## config.mk

```make
export PLATFORM = sky130hd
export DESIGN_NAME = burning_ship_escape_time_pixel_top
export DESIGN_NICKNAME = d
export VERILOG_FILES = /design/src/hw/rtl/bsetp_pkg.sv /design/src/hw/rtl/burning_ship_escape_time_pixel_top.sv
export SDC_FILE = /design/constraint.sdc
export NUM_CORES = 2
export LEC_CHECK = 0
export BUFFER_PORTS_ARGS = -buffer_cell sky130_fd_sc_hd__buf_2
export CORE_UTILIZATION = 66
export DETAILED_ROUTE_END_ITERATION = 10
export GPL_ROUTABILITY_DRIVEN = 0
export PLACE_DENSITY_LB_ADDON = 0.15
export SLEW_MARGIN = 0
export SYNTH_ARGS = -nofsm -noshare
export SYNTH_HDL_FRONTEND = slang
export SYNTH_SLANG_ARGS = --single-unit
```

## constraint.sdc

```tcl
create_clock -name clk_i -period 13.9 [get_ports clk_i]
set_input_delay 2.78 -clock clk_i [delete_from_list [all_inputs] [get_ports clk_i]]
set_output_delay 2.78 -clock clk_i [all_outputs]
set_load 0.05 [all_outputs]
```

## src/hw/rtl/bsetp_pkg.sv

```systemverilog
package bsetp_pkg;

  // Fixed-point format and image geometry
  localparam int unsigned FracBits  = 26;
  localparam int unsigned ImageSize = 512;  // power of two
  localparam int unsigned ImgLog2   = $clog2(ImageSize);

  // Field widths
  localparam int unsigned CoordW    = 9;
  localparam int unsigned ValW      = 32;
  localparam int unsigned IterW     = 16;
  localparam int unsigned StepW     = 24;
  localparam int unsigned InTdataW  = 24;
  localparam int unsigned OutTdataW = 56;
  localparam int unsigned CfgAddrW  = 3;

  // Datapath widths
  localparam int unsigned MulW  = 33;
  localparam int unsigned ProdW = 2 * MulW;
  localparam int unsigned MapW  = 43;  // index * span, signed

  localparam logic signed [MapW-1:0] ImgMask = MapW'(ImageSize - 1);
  localparam logic [64:0] EscLimit = 65'(4) << (2 * FracBits);

  // Register indexes
  typedef logic [CfgAddrW-1:0] cfg_idx_t;
  localparam cfg_idx_t RegMinReal  = 3'd0;
  localparam cfg_idx_t RegMinImag  = 3'd1;
  localparam cfg_idx_t RegMaxReal  = 3'd2;
  localparam cfg_idx_t RegMaxImag  = 3'd3;
  localparam cfg_idx_t RegMaxIter  = 3'd4;
  localparam cfg_idx_t RegColorStp = 3'd5;

  // Reset window is [-2.0, 2.0] on both axes
  localparam logic signed [ValW-1:0] RstMaxVal = ValW'(2) <<< FracBits;
  localparam logic signed [ValW-1:0] RstMinVal = -RstMaxVal;
  localparam logic [IterW-1:0]       RstMaxIter = 16'd250;
  localparam logic [StepW-1:0]       RstColorStp = 24'd1;

  // Microcode
  typedef enum logic [3:0] {
    S_IDLE, S_MAPR, S_MAPI, S_SETCI, S_SQR, S_SQI, S_CROSS, S_UPD, S_COLOR, S_EMIT
  } step_e;

  typedef enum logic [2:0] {A_SPANR, A_SPANI, A_MAGR, A_MAGI, A_COUNT} a_sel_e;
  typedef enum logic [2:0] {B_COL, B_ROW, B_MAGR, B_MAGI, B_STEP} b_sel_e;
  typedef enum logic [1:0] {D_NONE, D_PROD, D_SR, D_SI} dst_e;
  typedef enum logic [2:0] {
    ACT_NONE, ACT_LOAD, ACT_SETCR, ACT_SETCI, ACT_DIFF, ACT_UPDATE, ACT_EMIT
  } act_e;
  typedef enum logic [2:0] {C_NEXT, C_JUMP, C_IN, C_LIMIT, C_ESC, C_OUTFREE} cond_e;

  typedef struct packed {
    a_sel_e a_sel;
    b_sel_e b_sel;
    dst_e   dst;
    act_e   act;
    cond_e  cond;
    step_e  target;
  } ucode_t;

  function automatic ucode_t ucode_rom(input step_e step);
    ucode_t w;
    w = '{a_sel: A_SPANR, b_sel: B_COL, dst: D_NONE, act: ACT_NONE,
          cond: C_NEXT, target: S_IDLE};
    unique case (step)
      S_IDLE: begin
        w.act = ACT_LOAD; w.cond = C_IN; w.target = S_MAPR;
      end
      S_MAPR: begin
        w.a_sel = A_SPANR; w.b_sel = B_COL; w.dst = D_PROD;
      end
      S_MAPI: begin
        w.a_sel = A_SPANI; w.b_sel = B_ROW; w.dst = D_PROD; w.act = ACT_SETCR;
      end
      S_SETCI: begin
        w.act = ACT_SETCI;
      end
      S_SQR: begin
        w.a_sel = A_MAGR; w.b_sel = B_MAGR; w.dst = D_SR;
        w.cond = C_LIMIT; w.target = S_COLOR;
      end
      S_SQI: begin
        w.a_sel = A_MAGI; w.b_sel = B_MAGI; w.dst = D_SI;
      end
      S_CROSS: begin
        w.a_sel = A_MAGR; w.b_sel = B_MAGI; w.dst = D_PROD; w.act = ACT_DIFF;
        w.cond = C_ESC; w.target = S_COLOR;
      end
      S_UPD: begin
        w.act = ACT_UPDATE; w.cond = C_JUMP; w.target = S_SQR;
      end
      S_COLOR: begin
        w.a_sel = A_COUNT; w.b_sel = B_STEP; w.dst = D_PROD;
      end
      S_EMIT: begin
        w.act = ACT_EMIT; w.cond = C_OUTFREE; w.target = S_IDLE;
      end
      default: begin
        w.cond = C_JUMP; w.target = S_IDLE;
      end
    endcase
    return w;
  endfunction

  function automatic logic signed [ValW-1:0] sat32(input logic signed [63:0] v);
    logic signed [63:0] hi;
    logic signed [63:0] lo;
    hi = 64'sh0000_0000_7FFF_FFFF;
    lo = -hi - 64'sd1;
    if (v > hi) begin
      return hi[ValW-1:0];
    end else if (v < lo) begin
      return lo[ValW-1:0];
    end
    return v[ValW-1:0];
  endfunction

endpackage

```

## src/hw/rtl/burning_ship_escape_time_pixel_top.sv

```systemverilog
// Burning Ship escape-time evaluator, one pixel per input word.
// Input stream (s_axis): one word names a pixel by column and row. The
// pixel is mapped into the window set by the config registers, then
// z' = (|zr| + i|zi|)^2 + c is iterated from z = 0 until |z|^2 >= 4 or
// the iteration limit. Output stream (m_axis): one word per pixel with
// color, escape count and inside flag.
// Config: write cfg_wdata_i to register cfg_addr_i when cfg_we_i is high;
// only while no pixel is in flight.
// Timing: a microcoded sequencer drives a single 33x33 multiplier. Setup
// maps column and row into c; each iteration is three products plus update.
// The limit is checked before each iteration, escape once both squares exist; then the
// color is formed and the result emitted; the idle step precedes the next accept.
// One pixel is in work at a time; s_axis_tready is high only while the
// sequencer waits at its idle step.
// The result sits in an output register, so the next pixel is accepted
// while it waits; if that register is still full when the next pixel is
// done, the sequencer holds until m_axis_tready drains it.
// Reset restores the default window [-2,2]x[-2,2], limit 250, step 1,
// and empties the output register.
module burning_ship_escape_time_pixel_top (
  input  logic                            clk_i,
  input  logic                            rst_ni,
  input  logic                            s_axis_tvalid,
  output logic                            s_axis_tready,
  input  logic [bsetp_pkg::InTdataW-1:0]  s_axis_tdata,  // column, row
  output logic                            m_axis_tvalid,
  input  logic                            m_axis_tready,
  output logic [bsetp_pkg::OutTdataW-1:0] m_axis_tdata,  // pixel_color, escape_count,
                                                         // inside_res
  input  logic                            cfg_we_i,
  input  logic [bsetp_pkg::CfgAddrW-1:0]  cfg_addr_i,
  input  logic [bsetp_pkg::ValW-1:0]      cfg_wdata_i
);
  import bsetp_pkg::*;

  // Config registers
  logic signed [ValW-1:0] min_real_q, min_imag_q, max_real_q, max_imag_q;
  logic [IterW-1:0]       max_iter_q;
  logic [StepW-1:0]       color_step_q;

  // Sequencer
  step_e  pc_q, pc_d;
  ucode_t cw;

  // Datapath
  logic signed [MulW-1:0]  span_r_q, span_i_q;
  logic [CoordW-1:0]       col_q, row_q;
  logic signed [ValW-1:0]  cr_q, ci_q, zr_q, zi_q;
  logic [IterW-1:0]        count_q;
  logic signed [ProdW-1:0] prod_q;
  logic [63:0]             sr_q, si_q;
  logic signed [64:0]      diff_q;

  logic                    m_valid_q;
  logic [OutTdataW-1:0]    m_data_q;

  logic                    in_acc, out_free, esc, in_set;
  logic [ValW-1:0]         mag_r, mag_i;
  logic signed [MulW-1:0]  mul_a, mul_b;
  logic signed [ProdW-1:0] mul_p;
  logic signed [MapW-1:0]  map_t, map_q;
  logic signed [ValW-1:0]  map_lo, map_c;
  logic signed [64:0]      nr_sh;
  logic [63:0]             cross_sh;
  logic signed [ValW-1:0]  zr_new, zi_new;

  assign cw = ucode_rom(pc_q);

  assign s_axis_tready = (cw.act == ACT_LOAD);
  assign in_acc        = s_axis_tvalid && s_axis_tready;
  assign out_free      = !m_valid_q || m_axis_tready;
  assign m_axis_tvalid = m_valid_q;
  assign m_axis_tdata  = m_data_q;

  // Operand select and shared multiplier
  assign mag_r = zr_q[ValW-1] ? ValW'(-zr_q) : ValW'(zr_q);
  assign mag_i = zi_q[ValW-1] ? ValW'(-zi_q) : ValW'(zi_q);

  always_comb begin
    unique case (cw.a_sel)
      A_SPANR: mul_a = span_r_q;
      A_SPANI: mul_a = span_i_q;
      A_MAGR:  mul_a = $signed({1'b0, mag_r});
      A_MAGI:  mul_a = $signed({1'b0, mag_i});
      A_COUNT: mul_a = $signed({{(MulW-IterW){1'b0}}, count_q});
      default: mul_a = '0;
    endcase
    unique case (cw.b_sel)
      B_COL:   mul_b = $signed({{(MulW-CoordW){1'b0}}, col_q});
      B_ROW:   mul_b = $signed({{(MulW-CoordW){1'b0}}, row_q});
      B_MAGR:  mul_b = $signed({1'b0, mag_r});
      B_MAGI:  mul_b = $signed({1'b0, mag_i});
      B_STEP:  mul_b = $signed({{(MulW-StepW){1'b0}}, color_step_q});
      default: mul_b = '0;
    endcase
  end

  assign mul_p = mul_a * mul_b;

  // Coordinate mapping: truncate toward zero, then add the window edge
  assign map_t  = prod_q[MapW-1:0];
  assign map_q  = $signed(map_t + (map_t[MapW-1] ? ImgMask : '0)) >>> ImgLog2;
  assign map_lo = (cw.act == ACT_SETCR) ? min_real_q : min_imag_q;
  assign map_c  = sat32(64'(map_q) + 64'(map_lo));

  // Iteration update
  assign esc      = ({1'b0, sr_q} + {1'b0, si_q}) >= EscLimit;
  assign nr_sh    = diff_q >>> FracBits;
  assign cross_sh = prod_q[63:0] >> (FracBits - 1);
  assign zr_new   = sat32($signed(nr_sh[63:0]) + 64'(cr_q));
  assign zi_new   = sat32($signed(cross_sh) + 64'(ci_q));

  assign in_set = (count_q == max_iter_q);

  always_comb begin
    unique case (cw.cond)
      C_NEXT:    pc_d = step_e'(pc_q + 4'd1);
      C_JUMP:    pc_d = cw.target;
      C_IN:      pc_d = in_acc ? cw.target : pc_q;
      C_LIMIT:   pc_d = (count_q >= max_iter_q) ? cw.target : step_e'(pc_q + 4'd1);
      C_ESC:     pc_d = esc ? cw.target : step_e'(pc_q + 4'd1);
      C_OUTFREE: pc_d = out_free ? cw.target : pc_q;
      default:   pc_d = S_IDLE;
    endcase
  end

  // Control and config
  always_ff @(posedge clk_i or negedge rst_ni) begin
    if (!rst_ni) begin
      pc_q         <= S_IDLE;
      m_valid_q    <= 1'b0;
      min_real_q   <= RstMinVal;
      min_imag_q   <= RstMinVal;
      max_real_q   <= RstMaxVal;
      max_imag_q   <= RstMaxVal;
      max_iter_q   <= RstMaxIter;
      color_step_q <= RstColorStp;
    end else begin
      pc_q <= pc_d;
      if (cw.act == ACT_EMIT && out_free) begin
        m_valid_q <= 1'b1;
      end else if (m_axis_tready) begin
        m_valid_q <= 1'b0;
      end
      if (cfg_we_i) begin
        unique case (cfg_addr_i)
          RegMinReal:  min_real_q   <= cfg_wdata_i;
          RegMinImag:  min_imag_q   <= cfg_wdata_i;
          RegMaxReal:  max_real_q   <= cfg_wdata_i;
          RegMaxImag:  max_imag_q   <= cfg_wdata_i;
          RegMaxIter:  max_iter_q   <= cfg_wdata_i[IterW-1:0];
          RegColorStp: color_step_q <= cfg_wdata_i[StepW-1:0];
          default: ;
        endcase
      end
    end
  end

  // Datapath registers
  always_ff @(posedge clk_i) begin
    span_r_q <= {max_real_q[ValW-1], max_real_q} - {min_real_q[ValW-1], min_real_q};
    span_i_q <= {max_imag_q[ValW-1], max_imag_q} - {min_imag_q[ValW-1], min_imag_q};

    unique case (cw.dst)
      D_PROD:  prod_q <= mul_p;
      D_SR:    sr_q   <= mul_p[63:0];
      D_SI:    si_q   <= mul_p[63:0];
      default: ;
    endcase

    unique case (cw.act)
      ACT_LOAD: begin
        if (in_acc) begin
          col_q   <= s_axis_tdata[CoordW-1:0];
          row_q   <= s_axis_tdata[2*CoordW-1:CoordW];
          zr_q    <= '0;
          zi_q    <= '0;
          count_q <= '0;
        end
      end
      ACT_SETCR: cr_q <= map_c;
      ACT_SETCI: ci_q <= map_c;
      ACT_DIFF:  diff_q <= $signed({1'b0, sr_q}) - $signed({1'b0, si_q});
      ACT_UPDATE: begin
        zr_q    <= zr_new;
        zi_q    <= zi_new;
        count_q <= count_q + 1'b1;
      end
      ACT_EMIT: begin
        if (out_free) begin
          m_data_q <= {{(OutTdataW-ValW-IterW-1){1'b0}}, in_set, count_q,
                       in_set ? {ValW{1'b0}} : prod_q[ValW-1:0]};
        end
      end
      default: ;
    endcase
  end

endmodule

```

==> flow_summary_export.csv <==
group,metric,value,unit
run_status,status,"complete, no violations",
synth,synthAdderAreaFrac,37.1,%
synth,syn_area,76900,um2
sta,timing.final.max_slew_violations,0,
floorplan,die_y,343,um
global_routing,groute.usage.overall,41.7,%
detailed_routing,wirelength,241000,um
sta,max_freq,78.1,MHz
detailed_routing,avgViaCountPerCell,6.33,
final_layout,drive_gt1_share,7.31,%
hold_path,worst_hold_path_type,"reg2reg",
floorplan,die_w,343,um
sta,finalHoldViolations,0,
global_routing,grt_overflow_total,0,
synth,post-synth-top-count-cell,"inv_1",
worst_setup_path,slowest_delay,0.83,ns
placed_design,dpl_cell_area,79600,um2
worst_setup_path,worst_ep_required_time,14.27,ns
clocking,tritoncts_num_sinks,681,
clocking,tritoncts_clock_tree,"built",
floorplan,start_util,66.9,%
sta,totalNegativeSetupSlack,0,ns
worst_setup_path,timing.setup.critical_path_class,"reg2reg",
global_routing,first_global_vias,61700,
sta,worst_clock_skew,0.0331,ns
synth,synthTopCellsByArea,"fa_1 (29%), edfxtp_1 (17%), ha_1 (8.5%), inv_1 (6.4%), dfrtp_1 (5.0%)",
synth,synth-xor-area-share,4.00,%
worst_setup_path,worst_r2r_end,"sr_q[62]",
synth,post_synthesis_cell_count,8048,
detailed_routing,drt-wirelength-per-cell,24.9,um
worst_setup_path,crit_path_max_fanout,18,
synth,post_synth_and_or_nand_nor_area_fraction,13.0,%
sta,rsz_0062_raised_after_global_routing,"no",
worst_setup_path,critPathArrivalTime,13.17,ns
global_routing,grt_pass1_wl,365000,um
clocking,hold_buffers,0,
worst_setup_path,setup.reg_to_reg.worst_slack,1.10,ns
detailed_routing,drt_pass1_iterations,8,
detailed_routing,num_vias,61200,
clocking,max-clock-path-buffers,3,
placed_design,place.detailed.hpwl,192000,um
hold_path,worstHoldPathCells,2,
global_routing,antenna_found_initial,10,
floorplan,io_pins,122,
clocking,cts-root-buf,"clkbuf_16",
synth,ys_async_sr_fraction,25.4,%
sta,tightestPinTransition,1.40,ns
floorplan,core_area,115000,um2
synth,synth_area_leader_cell,"fa_1",
final_layout,finalNetCount,9765,
detailed_routing,initialDrtViolationCount,7270,
sta,slew-limit-headroom,6.39,%
worst_setup_path,crit_path_end_kind,"flip-flop",
synth,synth_warnings,0,
hold_path,hp-start,"max_iter_q[3]",
synth,post_synth_mux_area_share,1.39,%
final_layout,ff_latch_area,18900,um2
worst_setup_path,critical_path.reg2reg.startpoint,"pc_q[0]",
placed_design,buffer_ports.inserted,108,
floorplan,rows,124,
clocking,cts_resized,0,
clocking,cts.repair_timing.setup_buffer_count,0,
synth,postSynthRegisterBits,681,
synth,synth_compound_gate_area_share,11.5,%
synth,yosysUniqueCellTypes,103,
synth,synth_commonest_cells,"inv_1 (1320), fa_1 (1099), nor2_1 (918), nand2_1 (737), ha_1 (522)",
global_routing,grt_max_degree,97,
final_layout,finish.instance_area,82100,um2
final_layout,fillers,8455,
synth,synth.top_cell.area_share,28.6,%
synth,largest_family_of_logic_cells_by_synthesized_area,"adder cells",
clocking,clk_transition_reported_paths,0.06,ns
synth,ys_dominant_reg_cell,"edfxtp_1",
detailed_routing,post_route_ant_nets,0,
clocking,clock_latency,0.64,ns
worst_setup_path,rr_worst_depth,36,
synth,syn_avg_cell_area,9.55,um2
floorplan,die_area,118000,um2
hold_path,min_delay_worst_endpoint,"max_iter_q[3]",
final_layout,multiInputGateArea,52200,um2
sta,final_period_util,92.1,%
final_layout,syn_to_final_growth,6.73,%
run,drv_cap,0,
sta,post-route-min-period,12.80,ns
synth,count_of_flip_flops_with_a_built_in_enable_after_synthesis,442,
detailed_routing,drc_errors,0,
worst_setup_path,worstSetupStartpointType,"flip-flop",
worst_setup_path,cell_with_the_largest_stage_delay_on_the_worst_path,"a222oi_1",
clocking,cts-buffers-inserted,69,
sta,setup_violations,0,
clocking,htree_num_levels,3,
synth,synth.yosys.seq_area_share,24.6,%
==> through the flow <==
stage,setup WS (ns),instances,utilization [%],hold slack [ns]
2_1_floorplan,3.69,8096,-,0.479
3_3_place_gp,1.64,9521,69.3,0.488
3_5_place_dp,1.55,9521,69.3,0.497
4_1_cts,1.48,9648,71.3,0.509
5_1_grt,0.834,9648,71.3,0.526
6_report,1.10,9665,71.4,0.508
==> state kept, by name (all words and copies together), names as in the netlist, 9 cells and up <==
register      cells
span_i_q         33
row_q             9
max_imag_q       32
color_step_q     24
span_r_q         33
count_q          16
col_q             9
min_real_q       32
diff_q           39
prod_q           64
ci_q             32
zr_q             32
min_imag_q       32
cr_q             32
max_iter_q       16
si_q             64
sr_q             64
zi_q             32
max_real_q       32
m_axis_tdata     49
==> placed cells by master, fill, tap and decap left out, types with 145 or more instances in the layout <==
| cell | instances |
|---|---|
| a21oi_1 | 319 |
| fa_1 | 1099 |
| ha_1 | 522 |
| nand2_1 | 734 |
| edfxtp_1 | 442 |
| xor2_1 | 145 |
| xnor2_1 | 198 |
| inv_1 | 1320 |
| o21ai_0 | 381 |
| dfrtp_1 | 154 |
| nor2_1 | 914 |
==> area by class of cell <==
| class | count | share of cell area [%] |
|---|---|---|
| Timing Repair Buffer | 251 | 1.99 |
| Inverter | 1320 | 6.04 |
| Clock buffer | 86 | 2.41 |
| Tap cell | 1512 | 2.31 |
| Sequential cell | 681 | 23.1 |
| Antenna cell | 17 | 0.0518 |
| Multi-Input combinational cell | 5757 | 63.6 |
| Clock inverter | 41 | 0.523 |
==> metal layers <==
metal | share of wire, % | vias to the layer above | track usage [%]
met2 | 44 | 3858 | 63.2
met1 | 35 | 30100 | 52.8
met3 | 13 | 1042 | 12.8
met5 | 0.034 | - | 0
met4 | 7.6 | 10 | 25.3
li1 | - | 26200 | -
==> critical path, delay by kind of cell, from the launching register on <==
kind | cells | cell delay [ns]
flops | 1 | 0.42
fa+ha+maj | 10 | 5.06
xor+xnor | 1 | 0.17
simple gates | 2 | 0.27
compound gates | 14 | 5.55
buf+inv | 9 | 1.06
==> cells by family after synthesis <==
| logic type | Yosys count |
|---|---|
| compound gates | 1372 |
| mux | 95 |
| fa+ha+maj | 1621 |
| flops | 681 |
| xor+xnor | 351 |
| other cells | 2 |
| simple gates | 2268 |
| buf+inv | 1658 |
==> worst max path at each step <==
stage / startpoint / end / cells past startpoint
after detailed placement: zi_q[2] / sr_q[62] / 36
after floorplan: zi_q[8] / prod_q[62] / 34
after global routing: pc_q[0] / prod_q[57] / 32
final: pc_q[0] / sr_q[62] / 36
after CTS: zi_q[2] / sr_q[62] / 36
after global placement: zi_q[2] / si_q[62] / 36
Power is not shown: default switching activity piles up to over one toggle a cycle in this logic, so the estimate is an artifact.
